`src/hw/rtl/ida_pkg.sv`:
```
// ----------------------------------------------------------------------------
// ida_pkg
// Shared sizes, codes and controller/datapath interface types of the
// interrupt ID bitmap allocator.
// ----------------------------------------------------------------------------
package ida_pkg;

	localparam int MAP_SIZE = 1024;
	localparam int WORD_W   = 32;
	localparam int NWORDS   = MAP_SIZE / WORD_W;
	localparam int WADDR_W  = (NWORDS > 1) ? $clog2(NWORDS) : 1;
	localparam int BIT_W    = $clog2(WORD_W);
	localparam int SLOT_W   = $clog2(MAP_SIZE);

	localparam int BASE_W   = 10;
	localparam int COUNT_W  = 11;
	localparam int ID_W     = 11;
	localparam int STATUS_W = 2;
	localparam int CFG_W    = 11;
	localparam int CFG_IDX_W = 1;

	// width of the saturated count, and of range arithmetic on IDs
	localparam int LIVE_W = (SLOT_W + 1 > COUNT_W) ? SLOT_W + 1 : COUNT_W;
	localparam int CMP_W  = LIVE_W + 1;

	localparam logic OP_ALLOC = 1'b0;
	localparam logic OP_FREE  = 1'b1;

	localparam logic [STATUS_W-1:0] ST_ALLOCATED = 2'd0;
	localparam logic [STATUS_W-1:0] ST_NONE_FREE = 2'd1;
	localparam logic [STATUS_W-1:0] ST_FREED     = 2'd2;
	localparam logic [STATUS_W-1:0] ST_IGNORED   = 2'd3;

	localparam logic [CFG_IDX_W-1:0] REG_ID_BASE  = 1'b0;
	localparam logic [CFG_IDX_W-1:0] REG_ID_COUNT = 1'b1;

	typedef struct packed {
		logic take;          // latch the input item
		logic scan_first;    // read map word 0
		logic scan_step;     // read next map word
		logic alloc_commit;  // set the found bit, record the grant
		logic free_rd;       // read the word holding the freed slot
		logic free_commit;   // clear the slot bit, record freed
		logic res_none;      // record none free
		logic res_ignored;   // record free ignored
		logic out_load;      // move the pending result to the output
	} ida_cmd_t;

	typedef struct packed {
		logic op_free;
		logic in_range;
		logic hit;
		logic last;
	} ida_status_t;

endpackage

```
`src/hw/rtl/ida_ctrl.sv`:
```
// ----------------------------------------------------------------------------
// ida_ctrl
// Sequencer of the allocator: accepts an item, drives the map scan or the
// free update, and hands the result to the output register.
// ----------------------------------------------------------------------------
module ida_ctrl (
	input  logic                 clk,
	input  logic                 arst_n,
	input  logic                 in_valid,
	output logic                 in_stall,
	output logic                 out_valid,
	input  logic                 out_stall,
	input  ida_pkg::ida_status_t sts,
	output ida_pkg::ida_cmd_t    cmd
);

	typedef enum logic [4:0] {
		S_IDLE  = 5'b00001,
		S_START = 5'b00010,
		S_SCAN  = 5'b00100,
		S_FCHK  = 5'b01000,
		S_OUT   = 5'b10000
	} state_t;

	state_t state_q, state_d;
	logic   out_valid_q;
	logic   out_free;

	assign in_stall  = (state_q != S_IDLE);
	assign out_valid = out_valid_q;
	assign out_free  = !out_valid_q || !out_stall;

	always_comb begin
		state_d = state_q;
		cmd     = '0;
		case (state_q)
			S_IDLE: begin
				if (in_valid) begin
					cmd.take = 1'b1;
					state_d  = S_START;
				end
			end
			S_START: begin
				if (!sts.op_free) begin
					cmd.scan_first = 1'b1;
					state_d        = S_SCAN;
				end else if (sts.in_range) begin
					cmd.free_rd = 1'b1;
					state_d     = S_FCHK;
				end else begin
					cmd.res_ignored = 1'b1;
					state_d         = S_OUT;
				end
			end
			S_SCAN: begin
				if (sts.hit) begin
					cmd.alloc_commit = 1'b1;
					state_d          = S_OUT;
				end else if (sts.last) begin
					cmd.res_none = 1'b1;
					state_d      = S_OUT;
				end else begin
					cmd.scan_step = 1'b1;
				end
			end
			S_FCHK: begin
				cmd.free_commit = 1'b1;
				state_d         = S_OUT;
			end
			S_OUT: begin
				// wait for the output register to empty
				if (out_free) begin
					cmd.out_load = 1'b1;
					state_d      = S_IDLE;
				end
			end
			default: begin
				state_d = S_IDLE;
			end
		endcase
	end

	always_ff @(posedge clk or negedge arst_n) begin
		if (!arst_n) begin
			state_q     <= S_IDLE;
			out_valid_q <= 1'b0;
		end else begin
			state_q <= state_d;
			if (cmd.out_load) begin
				out_valid_q <= 1'b1;
			end else if (!out_stall) begin
				out_valid_q <= 1'b0;
			end
		end
	end

endmodule

```
`src/hw/rtl/ida_dpath.sv`:
```
// ----------------------------------------------------------------------------
// ida_dpath
// Datapath of the allocator: configuration registers, the used-bit map as a
// word memory with per-row valid bits, first-free search over one word, and
// the result registers.
// ----------------------------------------------------------------------------
module ida_dpath (
	input  logic                                clk,
	input  logic                                arst_n,
	input  logic                                cfg_we,
	input  logic [ida_pkg::CFG_IDX_W-1:0]       cfg_index,
	input  logic [ida_pkg::CFG_W-1:0]           cfg_data,
	input  logic                                op,
	input  logic [ida_pkg::ID_W-1:0]            free_id,
	output logic [ida_pkg::ID_W-1:0]            granted_id,
	output logic [ida_pkg::STATUS_W-1:0]        status,
	input  ida_pkg::ida_cmd_t                   cmd,
	output ida_pkg::ida_status_t                sts
);

	localparam int WORD_W  = ida_pkg::WORD_W;
	localparam int WADDR_W = ida_pkg::WADDR_W;
	localparam int BIT_W   = ida_pkg::BIT_W;
	localparam int SLOT_W  = ida_pkg::SLOT_W;
	localparam int LIVE_W  = ida_pkg::LIVE_W;
	localparam int CMP_W   = ida_pkg::CMP_W;
	localparam int ID_W    = ida_pkg::ID_W;
	localparam int NWORDS  = ida_pkg::NWORDS;

	// configuration
	logic [ida_pkg::BASE_W-1:0]  base_q;
	logic [ida_pkg::COUNT_W-1:0] count_q;
	logic [LIVE_W-1:0]           live_n;

	// latched item
	logic                        op_q;
	logic [ID_W-1:0]             fid_q;

	// map storage
	logic [WORD_W-1:0]           mem [NWORDS];
	logic [NWORDS-1:0]           row_valid_q;
	logic [WORD_W-1:0]           rd_data_q;
	logic                        rd_rowv_q;
	logic [WADDR_W-1:0]          rd_w_q;
	logic [WADDR_W-1:0]          chk_w_q;

	// result registers
	logic [ID_W-1:0]             res_id_q;
	logic [ida_pkg::STATUS_W-1:0] res_st_q;
	logic [ID_W-1:0]             out_id_q;
	logic [ida_pkg::STATUS_W-1:0] out_st_q;

	logic [CMP_W-1:0]            fid_x, base_x, top_x, slot_x;
	logic [SLOT_W-1:0]           free_slot;
	logic [WADDR_W-1:0]          free_w;
	logic [BIT_W-1:0]            free_b;
	logic [WADDR_W-1:0]          rd_addr;
	logic                        rd_en;
	logic [WORD_W-1:0]           word;
	logic [WORD_W-1:0]           avail;
	logic [WORD_W-1:0]           lowest;
	logic [BIT_W-1:0]            hit_b;
	logic [CMP_W-1:0]            word_end;
	logic [SLOT_W-1:0]           hit_slot;
	logic [CMP_W-1:0]            grant_sum;
	logic                        wr_en;
	logic [WADDR_W-1:0]          wr_w;
	logic [WORD_W-1:0]           wr_data;

	assign live_n = (LIVE_W'(count_q) > LIVE_W'(ida_pkg::MAP_SIZE)) ?
		LIVE_W'(ida_pkg::MAP_SIZE) : LIVE_W'(count_q);

	// range check of the freed ID
	assign fid_x     = CMP_W'(fid_q);
	assign base_x    = CMP_W'(base_q);
	assign top_x     = base_x + CMP_W'(live_n);
	assign slot_x    = fid_x - base_x;
	assign free_slot = slot_x[SLOT_W-1:0];
	assign free_w    = WADDR_W'(free_slot >> BIT_W);
	assign free_b    = free_slot[BIT_W-1:0];

	assign word = rd_rowv_q ? rd_data_q : '0;

	// free bits of the current word that lie below the live count
	always_comb begin
		for (int b = 0; b < WORD_W; b++) begin
			avail[b] = !word[b] &&
				(CMP_W'({chk_w_q, BIT_W'(b)}) < CMP_W'(live_n));
		end
	end

	assign lowest = avail & (~avail + WORD_W'(1));

	always_comb begin
		hit_b = '0;
		for (int b = 0; b < WORD_W; b++) begin
			if (lowest[b]) begin
				hit_b = hit_b | BIT_W'(b);
			end
		end
	end

	assign hit_slot  = SLOT_W'({chk_w_q, hit_b});
	assign grant_sum = base_x + CMP_W'(hit_slot);
	assign word_end  = CMP_W'({chk_w_q, BIT_W'(0)}) + CMP_W'(WORD_W);

	assign sts.op_free  = (op_q == ida_pkg::OP_FREE);
	assign sts.in_range = (fid_x >= base_x) && (fid_x < top_x);
	assign sts.hit      = |avail;
	assign sts.last     = (word_end >= CMP_W'(live_n));

	// memory read port
	assign rd_en   = cmd.scan_first || cmd.scan_step || cmd.free_rd;
	assign rd_addr = cmd.free_rd ? free_w : (cmd.scan_first ? '0 : rd_w_q);

	// memory write port
	assign wr_en   = cmd.alloc_commit || cmd.free_commit;
	assign wr_w    = cmd.alloc_commit ? chk_w_q : free_w;
	assign wr_data = cmd.alloc_commit ? (word | lowest) :
		(word & ~(WORD_W'(1) << free_b));

	always_ff @(posedge clk) begin
		if (rd_en) begin
			rd_data_q <= mem[rd_addr];
		end
		if (wr_en) begin
			mem[wr_w] <= wr_data;
		end
	end

	always_ff @(posedge clk or negedge arst_n) begin
		if (!arst_n) begin
			base_q      <= ida_pkg::BASE_W'(32);
			count_q     <= '0;
			row_valid_q <= '0;
		end else begin
			if (cfg_we) begin
				case (cfg_index)
					ida_pkg::REG_ID_BASE:  base_q  <= cfg_data[ida_pkg::BASE_W-1:0];
					ida_pkg::REG_ID_COUNT: count_q <= cfg_data[ida_pkg::COUNT_W-1:0];
					default: ;
				endcase
			end
			if (wr_en) begin
				row_valid_q[wr_w] <= 1'b1;
			end
		end
	end

	always_ff @(posedge clk) begin
		if (cmd.take) begin
			op_q  <= op;
			fid_q <= free_id;
		end
		if (rd_en) begin
			rd_rowv_q <= row_valid_q[rd_addr];
		end
		// advance the scan pipeline: chk_w_q names the word in rd_data_q
		if (cmd.scan_first) begin
			chk_w_q <= '0;
			rd_w_q  <= WADDR_W'(1);
		end else if (cmd.scan_step) begin
			chk_w_q <= rd_w_q;
			rd_w_q  <= rd_w_q + WADDR_W'(1);
		end
		if (cmd.alloc_commit) begin
			res_id_q <= grant_sum[ID_W-1:0];
			res_st_q <= ida_pkg::ST_ALLOCATED;
		end else if (cmd.res_none) begin
			res_id_q <= '0;
			res_st_q <= ida_pkg::ST_NONE_FREE;
		end else if (cmd.free_commit) begin
			res_id_q <= '0;
			res_st_q <= ida_pkg::ST_FREED;
		end else if (cmd.res_ignored) begin
			res_id_q <= '0;
			res_st_q <= ida_pkg::ST_IGNORED;
		end
		if (cmd.out_load) begin
			out_id_q <= res_id_q;
			out_st_q <= res_st_q;
		end
	end

	assign granted_id = out_id_q;
	assign status     = out_st_q;

endmodule

```
`src/hw/rtl/interrupt_id_bitmap_allocator.sv`:
```
// ----------------------------------------------------------------------------
// interrupt_id_bitmap_allocator
// First-fit allocator of interrupt IDs over a used-bit map.
// ----------------------------------------------------------------------------
// One item at a time. An allocate scans the map one 32-bit word per cycle
// through a single registered read port over the words covering n slots,
// n being id_count saturated to the map size; it stops at the first word
// holding a free slot. A free reads the word holding the slot and clears
// its bit, or is ignored with no read when the ID is outside base to base
// plus count. Each map row has a valid bit cleared at reset, so the map
// reads as all free right after reset with no clearing pass. A finished
// result waits in the output register while the next item is accepted.
module interrupt_id_bitmap_allocator (
	input  logic                         clk,
	input  logic                         arst_n,
	input  logic                         cfg_we,
	input  logic [ida_pkg::CFG_IDX_W-1:0] cfg_index,
	input  logic [ida_pkg::CFG_W-1:0]    cfg_data,
	input  logic                         in_valid,
	output logic                         in_stall,
	input  logic                         op,
	input  logic [ida_pkg::ID_W-1:0]     free_id,
	output logic                         out_valid,
	input  logic                         out_stall,
	output logic [ida_pkg::ID_W-1:0]     granted_id,
	output logic [ida_pkg::STATUS_W-1:0] status
);

	ida_pkg::ida_cmd_t    cmd;
	ida_pkg::ida_status_t sts;

	ida_ctrl u_ctrl (
		.clk       (clk),
		.arst_n    (arst_n),
		.in_valid  (in_valid),
		.in_stall  (in_stall),
		.out_valid (out_valid),
		.out_stall (out_stall),
		.sts       (sts),
		.cmd       (cmd)
	);

	ida_dpath u_dpath (
		.clk        (clk),
		.arst_n     (arst_n),
		.cfg_we     (cfg_we),
		.cfg_index  (cfg_index),
		.cfg_data   (cfg_data),
		.op         (op),
		.free_id    (free_id),
		.granted_id (granted_id),
		.status     (status),
		.cmd        (cmd),
		.sts        (sts)
	);

endmodule

```
`config.mk`:
```
export PLATFORM = sky130hd
export DESIGN_NAME = interrupt_id_bitmap_allocator
export DESIGN_NICKNAME = d
export VERILOG_FILES = /design/src/hw/rtl/ida_pkg.sv /design/src/hw/rtl/ida_ctrl.sv /design/src/hw/rtl/ida_dpath.sv /design/src/hw/rtl/interrupt_id_bitmap_allocator.sv
export SDC_FILE = /design/constraint.sdc
export NUM_CORES = 2
export LEC_CHECK = 0
export ABC_AREA = 1
export BUFFER_PORTS_ARGS = -buffer_cell sky130_fd_sc_hd__buf_4
export CELL_PAD_IN_SITES_DETAIL_PLACEMENT = 1
export CELL_PAD_IN_SITES_GLOBAL_PLACEMENT = 1
export CORE_ASPECT_RATIO = 1.1
export CORE_MARGIN = 5
export CORE_UTILIZATION = 45
export CTS_CLUSTER_DIAMETER = 200
export DETAILED_ROUTE_END_ITERATION = 10
export PLACE_DENSITY = 0.75
export SETUP_SLACK_MARGIN = 0.15
export SLEW_MARGIN = 25
export SYNTH_ARGS = -nofsm -noshare
export SYNTH_HDL_FRONTEND = slang
export SYNTH_SLANG_ARGS = --single-unit
```
`constraint.sdc`:
```
create_clock -name clk -period 4.8 [get_ports clk]
set_input_delay 0.48 -clock clk [delete_from_list [all_inputs] [get_ports clk]]
set_output_delay 0.48 -clock clk [all_outputs]
set_load 0.1 [all_outputs]
```
==> impl_metrics.csv <==
group,metric,value,unit
worst_hold_path,min_path_cells,3,
clock_network,clock_sinks,1164,
final_layout,drive_gt1_share,26.6,%
flow_run,drv_cap,0,
clock_network,cts_root_buf,"clkbuf_16",
worst_setup_path,reg2reg_depth,35,
drt,finalWirelength,249,mm
final_layout,syn_to_final_growth,32.8,%
logic_synthesis,synth_nets,5807,
worst_setup_path,cp-end-kind,"register",
timing,max_slew.worst_pin.slew,984,ps
timing,setup_ws,-741,ps
timing,maxSlewViolCount,0,
worst_setup_path,path_class,"reg -> reg",
final_layout,multi_input_area,17700,sq um
placed_design,post-place-ws,-742,ps
floorplan,fp.dieArea,129000,sq um
grt,grt_max_degree,60,
timing,rsz0062_at_grt,"yes",
placed_design,placed_cell_area,62100,sq um
logic_synthesis,synth_top_area_share,59.8,%
worst_setup_path,cp.required,5330,ps
clock_network,htreeDepth,3,
timing,skew,46.0,ps
drt,wl_per_cell,30.6,microns
logic_synthesis,ys_async_sr_fraction,5.07,%
floorplan,io_pins,44,
logic_synthesis,ys_seq_area_share,62.9,%
floorplan,fp.dieW,343,microns
final_layout,final_cell_area,72900,sq um
outcome,violations,"setup timing",
power,p_leak,32.6,nW
power,powerDensity,652,nW/um^2
timing,fmax,180,MHz
timing,setup_violations,466,
logic_synthesis,syn_inst,5721,
floorplan,rows,134,
placed_design,dp_cells,7685,
worst_setup_path,worstSetupStartpointType,"register",
grt,grt_util_all_layers,33.3,%
clock_network,path_clk_slew,70,ps
timing,slew-limit-headroom,34.1,%
floorplan,initial_utilization,45.3,%
logic_synthesis,ys_warn_count,0,
logic_synthesis,syn_avg_cell_area,9.60,sq um
logic_synthesis,syn_area,54900,sq um
grt,grt-ovfl-total,0,
timing,finalCriticalPeriod,5540,ps
placed_design,io_buffers,43,
final_layout,fillers,12636,
clock_network,numCtsBuffers,119,
logic_synthesis,ys_types,56,
floorplan,design.core.area,121000,sq um
clock_network,cts_tree,"yes",
worst_setup_path,cp.arrival,6070,ps
power,vdd_ir_drop_max,0.423,mV
final_layout,fin_nets,6498,
drt,drt_iter0_drc,6515,
clock_network,cts_buffer_depth,3,
worst_setup_path,cpMostUsedCell,"nand2_1",
final_layout,fin_cells,8147,
grt,first_global_vias,49805,
clock_network,clock_latency,780,ps
drt,vias_per_cell,6.06,
logic_synthesis,synth.largest_area_cell,"edfxtp_1",
placed_design,hpwl,126,mm
logic_synthesis,synth_most_common_cell,"nand2_1",
logic_synthesis,netlist_top_cells_area,"edfxtp_1, nand2_1, nand3_1",
worst_setup_path,cpPeakStageDelay,390,ps
drt,ant_nets,0,
logic_synthesis,synth-seq-cells,1164,
drt,drc,0,
timing,finalHoldViolCount,0,
placed_design,gp_congestion,0.934,
grt,antenna_found_initial,8,
logic_synthesis,synth-edff-count,1093,
drt,dr.pass1.iters,6,
outcome,status,"finished, violations left",
logic_synthesis,ys.flop_type,"edfxtp_1",
worst_hold_path,hold_path.class,"in -> reg",
timing,timing.final.crit_share,115,%
worst_setup_path,crit_path_top_delay_cell,"dfrtp_1",
grt,grt_pass1_wl,321,mm
worst_setup_path,cp_max_fo,8,
drt,vias,49376,
final_layout,final-seq-area,34500,sq um
floorplan,die_h,376,microns
logic_synthesis,synth_commonest_cells,"nand2_1, inv_1, edfxtp_1",
==> area by class of cell <==
cell class,count,area share [%]
well taps,1632,2.80
repair buffers,821,14.3
diodes,2,0.00686
inverters,1209,6.29
multi-input cells,3097,24.3
clock inverters,65,0.580
clock buffers,157,4.33
flip-flops and latches,1164,47.4
==> metal layers <==
| layer | part of all wire, % | track usage [%] | vias up |
|---|---|---|---|
| met1 | 34 | 38.5 | 24312 |
| li1 | - | - | 19855 |
| met3 | 10 | 5.85 | 1358 |
| met4 | 9.4 | 21.4 | 2 |
| met2 | 47 | 57.0 | 3849 |
| met5 | 0.0052 | 0 | - |
==> cell usage in the layout (no fill, tap or decap), types with 19 or more instances in the layout <==
master	n
nor2_2	28
clkbuf_16	148
nor3_1	22
nand3_1	699
nand3b_1	69
inv_2	52
nand4_1	28
buf_8	19
dfrtp_1	57
clkinv_2	23
nor2_4	31
clkinv_1	28
a21oi_1	23
buf_16	59
nand2_2	161
nand3_2	330
nand2_4	49
o21ai_0	54
clkbuf_1	35
o21ai_2	19
edfxtp_1	1093
buf_12	163
inv_1	1145
nor2_1	101
buf_6	66
nand2_1	1320
buf_4	464
ha_1	42
==> state kept, by name, summed over array words and instances (netlist names), 5 cells and up <==
register             flops
u_ctrl.state_q           5
u_dpath.mem           1024
u_dpath.granted_id      11
u_dpath.res_id_q        11
u_dpath.row_valid_q     32
u_dpath.fid_q           11
u_dpath.base_q          10
u_dpath.rd_data_q       32
u_dpath.count_q         11
u_dpath.rd_w_q           5
u_dpath.chk_w_q          5
==> metrics by stage <==
stage	total power [mW]	hold slack (ps)	setup TNS, ps	utilization [%]
global route	48.6	46.4	-222360	60.2
finish	47.6	32.1	-55540	60.2
CTS	42.5	0.924	-18680	57.7
detailed placement	30.0	406	-22460	51.2
floorplan	22.2	184	0	-
global placement	29.3	402	-14320	51.2
==> path summary, 6_finish.rpt <==
kind / start / to / slack (ps)
max: u_dpath.count_q[1] / u_dpath.rd_data_q[21] / -740
min: cfg_data[4] / u_dpath.base_q[4] / 30
max reg2reg: u_dpath.count_q[1] / u_dpath.rd_data_q[21] / -740
min reg2reg: u_dpath.res_id_q[9] / u_dpath.granted_id[9] / 420
max in group asynchronous: arst_n / u_dpath.row_valid_q[21] / 3720
min in group asynchronous: arst_n / u_dpath.base_q[6] / 380
==> worst max-delay path, delay by kind of cell, from the launching register on <==
kind | cells | cell delay, ps
adder cells (fa/ha/maj) | 2 | 520
XOR/XNOR | 1 | 200
buffers and inverters | 5 | 760
AND/OR/NAND/NOR | 23 | 2740
AO/OA/AOI/OAI | 4 | 700
flip-flops | 1 | 390
==> cells by family after synthesis <==
logic type / Yosys count / share of synthesized area [%]
DFF: 1164 / 62.9
and+or+nand+nor: 2872 / 23.5
xor gates and xnor gates: 21 / 0.335
buffers and inverters: 1460 / 10.4
adders and majority gates: 57 / 1.34
AOI/OAI and AO/OA: 147 / 1.52
==> power breakdown <==
part / switching (mW) / internal (mW) / total, mW
Combinational: 16.0 / 9.59 / 25.6
Sequential: 0.332 / 12.5 / 12.8
Clock: 4.43 / 4.74 / 9.17
Total: 20.7 / 26.8 / 47.6
==> timing repair <==
| action | in CTS | in global routing |
|---|---|---|
| setup buffers | 91 | 59 |
| endpoints found under the hold margin | 72 | 0 |
| gates resized for setup | 515 | 400 |
| cloned | 41 | 31 |
| setup endpoints to repair | 1642 | 2103 |
| hold buffers | 16 | 0 |
| pin swaps | 122 | 118 |
No activity file was read; power rests on OpenSTA's default activity.
